`src/design/scr_pkg.sv`:
```
package scr_pkg;

    localparam int MAX_BINS = 4096;
    localparam int BIN_AW   = $clog2(MAX_BINS);
    localparam int BIN_W    = 13;
    localparam int CNT_W    = BIN_AW + 1;
    localparam int X_W      = 12;
    localparam int H_W      = 11;
    localparam int Y_W      = 15;
    localparam int DB_W     = 13;
    localparam int FRAC_W   = 8;
    localparam int POS_W    = X_W + CNT_W + FRAC_W;
    localparam int Y_STEPS  = Y_W;

    localparam logic OP_WRITE = 1'b0;
    localparam logic OP_QUERY = 1'b1;

    localparam logic [2:0] REG_BIN_COUNT   = 3'd0;
    localparam logic [2:0] REG_PLOT_WIDTH  = 3'd1;
    localparam logic [2:0] REG_PLOT_HEIGHT = 3'd2;
    localparam logic [2:0] REG_TOP_DBM     = 3'd3;
    localparam logic [2:0] REG_BOTTOM_DBM  = 3'd4;

    typedef struct packed {
        logic                    opcode;
        logic [X_W-1:0]          bin_index;
        logic signed [BIN_W-1:0] bin_value;
        logic [X_W-1:0]          pixel_x;
        logic                    refused;
    } q_item_t;

    typedef struct packed {
        logic [CNT_W-1:0]       n_eff;
        logic [CNT_W-1:0]       w_eff;
        logic [H_W-1:0]         h;
        logic signed [DB_W-1:0] top;
        logic signed [DB_W-1:0] bottom;
    } cfg_t;

endpackage

```
`src/design/scr_if.sv`:
```
interface scr_in_if;
    import scr_pkg::*;
    logic                    valid;
    logic                    ready;
    logic                    opcode;
    logic [X_W-1:0]          bin_index;
    logic signed [BIN_W-1:0] bin_value;
    logic [X_W-1:0]          pixel_x;

    modport source (output valid, opcode, bin_index, bin_value, pixel_x, input ready);
    modport sink (input valid, opcode, bin_index, bin_value, pixel_x, output ready);
endinterface


```
`src/design/scr_front.sv`:
```
module scr_front (
    input  logic            clk,
    input  logic            rst_n,
    input  scr_pkg::cfg_t   cfg,
    scr_in_if.sink          in_word,
    output scr_pkg::q_item_t q_item,
    output logic            q_valid,
    input  logic            q_ready
);
    import scr_pkg::*;

    q_item_t    slot_reg [2];
    logic [1:0] cnt_reg, cnt_next;
    logic       rp_reg, rp_next;
    logic       wp_reg, wp_next;
    logic       push, pop;
    q_item_t    item_in;

    assign in_word.ready = (cnt_reg != 2'd2);
    assign push          = in_word.valid && in_word.ready;
    assign q_valid       = (cnt_reg != 2'd0);
    assign pop           = q_valid && q_ready;
    assign q_item        = slot_reg[rp_reg];

    always_comb
    begin
        item_in.opcode    = in_word.opcode;
        item_in.bin_index = in_word.bin_index;
        item_in.bin_value = in_word.bin_value;
        item_in.pixel_x   = in_word.pixel_x;
        item_in.refused   = (cfg.n_eff < CNT_W'(2)) || (cfg.top <= cfg.bottom);
        cnt_next = cnt_reg + {1'b0, push} - {1'b0, pop};
        wp_next  = push ? ~wp_reg : wp_reg;
        rp_next  = pop ? ~rp_reg : rp_reg;
    end

    always_ff @(posedge clk or negedge rst_n)
    begin
        if (!rst_n)
        begin
            cnt_reg <= '0;
            wp_reg  <= 1'b0;
            rp_reg  <= 1'b0;
        end
        else
        begin
            cnt_reg <= cnt_next;
            wp_reg  <= wp_next;
            rp_reg  <= rp_next;
        end
    end

    always_ff @(posedge clk)
    begin
        if (push)
        begin
            slot_reg[wp_reg] <= item_in;
        end
    end
endmodule

```
`src/flat_wrapper.sv`:
```
// flat-port wrapper written by rule: the top's interface ports become plain ports
module scr_front_flat import scr_pkg::*;
  (clk, rst_n, cfg, q_item, q_valid, q_ready, in_word_valid, in_word_opcode, in_word_bin_index, in_word_bin_value, in_word_pixel_x, in_word_ready);
  scr_in_if in_word_i ();
  input  logic clk;
  input  logic rst_n;
  input  scr_pkg::cfg_t cfg;
  output scr_pkg::q_item_t q_item;
  output logic q_valid;
  input  logic q_ready;
  input wire logic [$bits(in_word_i.valid)-1:0] in_word_valid;
  input wire logic [$bits(in_word_i.opcode)-1:0] in_word_opcode;
  input wire logic [$bits(in_word_i.bin_index)-1:0] in_word_bin_index;
  input wire logic [$bits(in_word_i.bin_value)-1:0] in_word_bin_value;
  input wire logic [$bits(in_word_i.pixel_x)-1:0] in_word_pixel_x;
  output wire logic [$bits(in_word_i.ready)-1:0] in_word_ready;
  assign in_word_i.valid = in_word_valid;
  assign in_word_i.opcode = in_word_opcode;
  assign in_word_i.bin_index = in_word_bin_index;
  assign in_word_i.bin_value = in_word_bin_value;
  assign in_word_i.pixel_x = in_word_pixel_x;
  assign in_word_ready = in_word_i.ready;
  scr_front u_core (.clk(clk), .rst_n(rst_n), .cfg(cfg), .in_word(in_word_i), .q_item(q_item), .q_valid(q_valid), .q_ready(q_ready));
endmodule
```
`config.mk`:
```
export PLATFORM = sky130hd
export DESIGN_NAME = scr_front_flat
export DESIGN_NICKNAME = d
export VERILOG_FILES = /design/src/design/scr_pkg.sv /design/src/design/scr_if.sv /design/src/design/scr_front.sv /design/src/flat_wrapper.sv
export SDC_FILE = /design/constraint.sdc
export NUM_CORES = 1
export LEC_CHECK = 0
export ABC_AREA = 1
export BUFFER_PORTS_ARGS = -buffer_cell sky130_fd_sc_hd__buf_2
export CELL_PAD_IN_SITES_DETAIL_PLACEMENT = 0
export CELL_PAD_IN_SITES_GLOBAL_PLACEMENT = 1
export CORE_MARGIN = 5
export CORE_UTILIZATION = 32
export CTS_CLUSTER_DIAMETER = 40
export DETAILED_ROUTE_END_ITERATION = 12
export MAX_ROUTING_LAYER = met4
export PLACE_DENSITY = 0.85
export SYNTH_ARGS = -nofsm -noshare
export SYNTH_HDL_FRONTEND = slang
export SYNTH_SLANG_ARGS = --single-unit
export TNS_END_PERCENT = 1
```
`constraint.sdc`:
```
create_clock -name clk -period 2.75 [get_ports clk]
set_clock_uncertainty 0.05 [all_clocks]
set_input_delay 0.4125 -clock clk [delete_from_list [all_inputs] [get_ports clk]]
set_output_delay 0.4125 -clock clk [all_outputs]
set_load 0.05 [all_outputs]
```
== Word level (Yosys, flattened, before mapping) ==
Memory sizes are Yosys's and may differ from the RTL's.
Cells that the tools add are included.

* Register bits: 4
* Bits in writable memories: 78
* Input port bits: 105
* Word-level logic and storage cells: 17
* Memories: 1

* $add $sub $neg: 2
* Order comparisons: 2
* Equal/unequal tests: 1
* Multiplexer cells: 2
* Bitwise operators: 2
* Reduce and logical (&&, ||, !) cells: 4

{| class="wikitable"
|+ Memory list
! name !! words !! bits a word !! rd ports !! clocked after Yosys merged registers in !! write ports !! line !! text
|-
| u_core.slot_reg || 2 || 39 || 1 || 0 || 1 || scr_front.sv:12 || <nowiki>q_item_t slot_reg [2];</nowiki>
|}

{| class="wikitable"
|+ Operators with widths
! cell !! number
|-
| $le 13x13->1 || 1
|-
| $lt 13x2->1 const B || 1
|-
| $add 2x1->2 || 1
|-
| $logic_and 1x1->1 || 2
|-
| $mux 1 || 2
|-
| $ne 2x2->1 const B || 1
|-
| $not 1->1 || 2
|-
| $reduce_bool 2->1 || 1
|-
| $sub 2x1->2 || 1
|-
| $logic_or 1x1->1 || 1
|}

== Depth between registers and ports, before layout ==
* Depth in word-level cells: 4
* Depth in mapped cells: 10
* Mapped depth without buffers: 10

== Worst setup path before layout ==
OpenSTA, ideal clock, no wires.

* Path kind: flip-flop to flip-flop
* From: register u_core.cnt_reg[1]
* To: memory u_core.slot_reg[1][0] (netlist name), enable pin
* Library setup time: 437 ps
* Arrival: 2605 ps
* Required time: 2263 ps
* Path slack: -342 ps
* Stages on the path, launching flop included: 4
* Period minus slack after synthesis: 3092 ps
* Cell sequence: dfrtp_1 > nand2_1 > nand2_1 > nor2_1

* Longest elaborated chain between the ends: 4

{| class="wikitable"
|+ Ends and longest elaborated chain
! element !! line !! text
|-
| from (decl) || scr_front.sv:13 || <nowiki>logic [1:0] cnt_reg, cnt_next;</nowiki>
|-
| from (signal assigned) || scr_front.sv:47 || <nowiki>cnt_reg <= cnt_next;</nowiki>
|-
| $ne 2x2->1 || scr_front.sv:19 || <nowiki>assign in_word.ready = (cnt_reg != 2'd2);</nowiki>
|-
| net in_word_ready || flat_wrapper.sv:16 || <nowiki>output wire logic [$bits(in_word_i.ready)-1:0] in_word_ready;</nowiki>
|-
| $logic_and 1x1->1 || scr_front.sv:20 || <nowiki>assign push = in_word.valid && in_word.ready;</nowiki>
|-
| $mux 1 || scr_front.sv:55 || <nowiki>if (push)</nowiki>
|-
| $mux 1 (implied by the code) || scr_front.sv:57 || <nowiki>slot_reg[wp_reg] <= item_in;</nowiki>
|-
| to (decl) || scr_front.sv:12 ||
|}

The timed path passes the listed nets, and every way through them passes these cells.

==> impl_metrics.env <==
export IMPL_required_ns=2.29
export IMPL_drt_total_wl_mm=7.128
export IMPL_dp_hpwl_mm=5.135
export IMPL_critPathMaxFanout=29
export IMPL_ys_seq_area_frac=0.7055
export IMPL_synthCells=306
export IMPL_place_gp_congestion=0.7247
export IMPL_grt_pass1_vias=2398
export IMPL_netlist_area_mm2=0.003462
export IMPL_pwr_share_seq=0.353
export IMPL_drive_gt1_frac=0.3272
export IMPL_synth_top_area_frac=0.6765
export IMPL_crit_top_cell="nand2_1"
export IMPL_grt_first_pass_wirelength_mm=11.03
export IMPL_hold_violations=0
export IMPL_ys_warn_count=0
export IMPL_hold_class="in2reg"
export IMPL_fmaxAchievable_mhz=448.8
export IMPL_whs_ns=0.1924
export IMPL_leakagePower_nw=2.113
export IMPL_antenna_found_initial=0
export IMPL_cts_buffers=9
export IMPL_clk_transition_reported_paths_ns=0.08
export IMPL_cts_buffer_depth=2
export IMPL_grt_usage=0.1153
export IMPL_vias=2396
export IMPL_dieArea_mm2=0.01300
export IMPL_pin_count=146
export IMPL_nets=554
export IMPL_rsz0062_at_grt="false"
export IMPL_nFillCells=1038
export IMPL_fin_crit_ns=2.228
export IMPL_drt_iter0_markers=106
export IMPL_ctsResizeCount=0
export IMPL_power_total_mw=5.035
export IMPL_maxSlewHeadroom=0.6640
export IMPL_cts_hold_buffers=1
export IMPL_pwr_share_clk=0.163
export IMPL_start_kind="flop"
export IMPL_synth_common_cells="nand2_1, edfxtp_1, inv_1, ha_1, nor2_1"
export IMPL_synth_edf_count=78
export IMPL_die_h_um=114.0
export IMPL_h_tree_depth=3
export IMPL_cp_cell_sequence="inv_1 -> buf_12 -> nand2_1 -> nand2_1 -> buf_2"
export IMPL_tightest_slew_ns=0.5034
export IMPL_start_util=0.3236
export IMPL_clkLatencyLatePin_ns=0.35
export IMPL_yosysMostFrequentCell="nand2_1"
export IMPL_yosys_top_cells_area="edfxtp_1, nand2_1, ha_1"
export IMPL_crit_arrival_ns=1.77
export IMPL_placementRows=38
export IMPL_core_area_mm2=0.01070
export IMPL_synth_largest_area_cell="edfxtp_1"
export IMPL_first_pass_iters=4
export IMPL_critPathMaxStageDelay_ns=0.38
export IMPL_post_route_period_util=0.8103
export IMPL_outcome="completed"
export IMPL_die_w_um=114.0
export IMPL_antenna_cells=0
export IMPL_drc=0
export IMPL_synth_cell_type_count=19
export IMPL_p_per_area_mw_per_mm2=1125
export IMPL_p_switching_mw=2.385
export IMPL_combPwrFrac=0.484
export IMPL_grt_max_degree=40
export IMPL_cp_top_family="buffers and inverters"
export IMPL_tritoncts="built"
export IMPL_areaGrowthSynthToFinish_pct=29.31
export IMPL_timing_critical_path_buf_inv=3
export IMPL_crit_path_end_kind="output port"
export IMPL_finalSetupViolations=0
export IMPL_path_class="reg2out"
export IMPL_ys_ff_latch=82
export IMPL_grt_overflow_total=0
export IMPL_switching_share=0.4736
export IMPL_drt_wirelength_per_cell_um=12.35
export IMPL_syn_area_per_cell_um2=11.31
export IMPL_clockRootBuffer="clkbuf_8"
export IMPL_peakVddDrop_v=0.0005265
export IMPL_maxSlewViolCount=0
export IMPL_postCtsSetupBuffers=0
export IMPL_ant_nets=0
export IMPL_maxCapViolCount=0
export IMPL_async_flop_share=0.04878
export IMPL_largest_reg_flops=78
export IMPL_cts_sinks=82
export IMPL_synth_ff_type="edfxtp_1"
export IMPL_syn_num_nets=426
export IMPL_power_internal_mw=2.651
export IMPL_tns_ns=0
export IMPL_vias_per_cell=4.153
export IMPL_cp_slowest_cell="dfrtp_1"
export IMPL_portBuffers=120
-- layer usage --
metal / wire length (µm) / track usage
met5: 0 / -
met3: 548 / 0.03130
met4: 153 / 0.05701
met2: 3495 / 0.1858
met1: 2931 / 0.1327
-- stage by stage --
step           utilization  instance area [µm²]  std cells  setup slack, ns
5_1_grt             0.4185                 4477        577           0.3848
3_3_place_gp        0.4006                 4285        562           0.8758
2_1_floorplan            -                 3465        306          -0.3404
6_report            0.4185                 4477        577           0.5217
3_5_place_dp        0.4006                 4285        562           0.8454
4_1_cts             0.4185                 4477        577           0.4464
-- worst reg2reg max path, stage by stage, from the launching register on --
cell and delay (ns):
dfrtp_1 0.41, nand2_1 0.09, nand2_1 0.14, nor2_4 0.43, buf_12 0.26
-- cells in the final DEF (no fill, tap or decap) --
cell type,Yosys,final
nor2_2,1,1
and2_1,1,1
buf_4,0,1
inv_1,28,28
nand2_1,142,142
buf_2,4,120
dlygate4sd3_1,0,1
xor2_1,1,1
or2_1,1,1
buf_12,0,3
xnor2_1,2,2
clkinv_2,0,2
nor2_4,0,2
clkinv_4,0,2
nand3_1,2,2
ha_1,15,15
nor2_1,15,13
nand3_2,1,1
nand2_2,1,1
nand4_1,1,1
a21oi_1,5,5
bufinv_16,0,1
clkbuf_8,0,9
edfxtp_1,78,78
dfrtp_1,4,4
-- power by group through the flow --
stage                     combinational (mW)  clock, mW  sequential [mW]
final                                   2.44      0.821             1.78
after global routing                    2.64      0.907             1.80
after CTS                               2.49      0.844             1.78
after detailed placement                2.49          0             1.81
after global placement                  2.46          0             1.79
after floorplan                         1.81          0             1.80
-- path summary, 6_finish.rpt --
kind | start | endpoint | slack, ns | cells after the start
worst max register to register | u_core.cnt_reg[1]$_DFF_PN0_ | u_core.slot_reg[1][31]$_DFFE_PP_ | 1.05 | 4
worst max-delay path | u_core.rp_reg$_DFFE_PN0P_ | q_item[22] | 0.52 | 5
min in group asynchronous | rst_n | u_core.cnt_reg[1]$_DFF_PN0_ | 0.33 | 2
max in group asynchronous | rst_n | u_core.rp_reg$_DFFE_PN0P_ | 2.20 | 2
worst min-delay path | in_word_bin_value[3] | u_core.slot_reg[1][16]$_DFFE_PP_ | 0.19 | 1
worst min register to register | u_core.wp_reg$_DFFE_PN0P_ | u_core.wp_reg$_DFFE_PN0P_ | 0.56 | 2
-- layout make-up --
type	instances	area, µm²	share of cell area
Clock buffer	9	123.9	0.02767
Tap cell	140	175.2	0.03913
Clock inverter	5	57.56	0.01286
Inverter	28	105.1	0.02348
Timing Repair Buffer	125	678.2	0.1515
Multi-Input combinational cell	188	894.6	0.1998
Sequential cell	82	2442	0.5456
-- cell families after synthesis --
group / share of synthesized area
AO/OA/AOI/OAI: 0.007227
AND/OR/NAND/NOR: 0.1850
XOR/XNOR: 0.007591
buffers and inverters: 0.04048
flip-flops: 0.7055
adder cells (fa/ha/maj): 0.05421
Power figures use the tool's default switching activity.
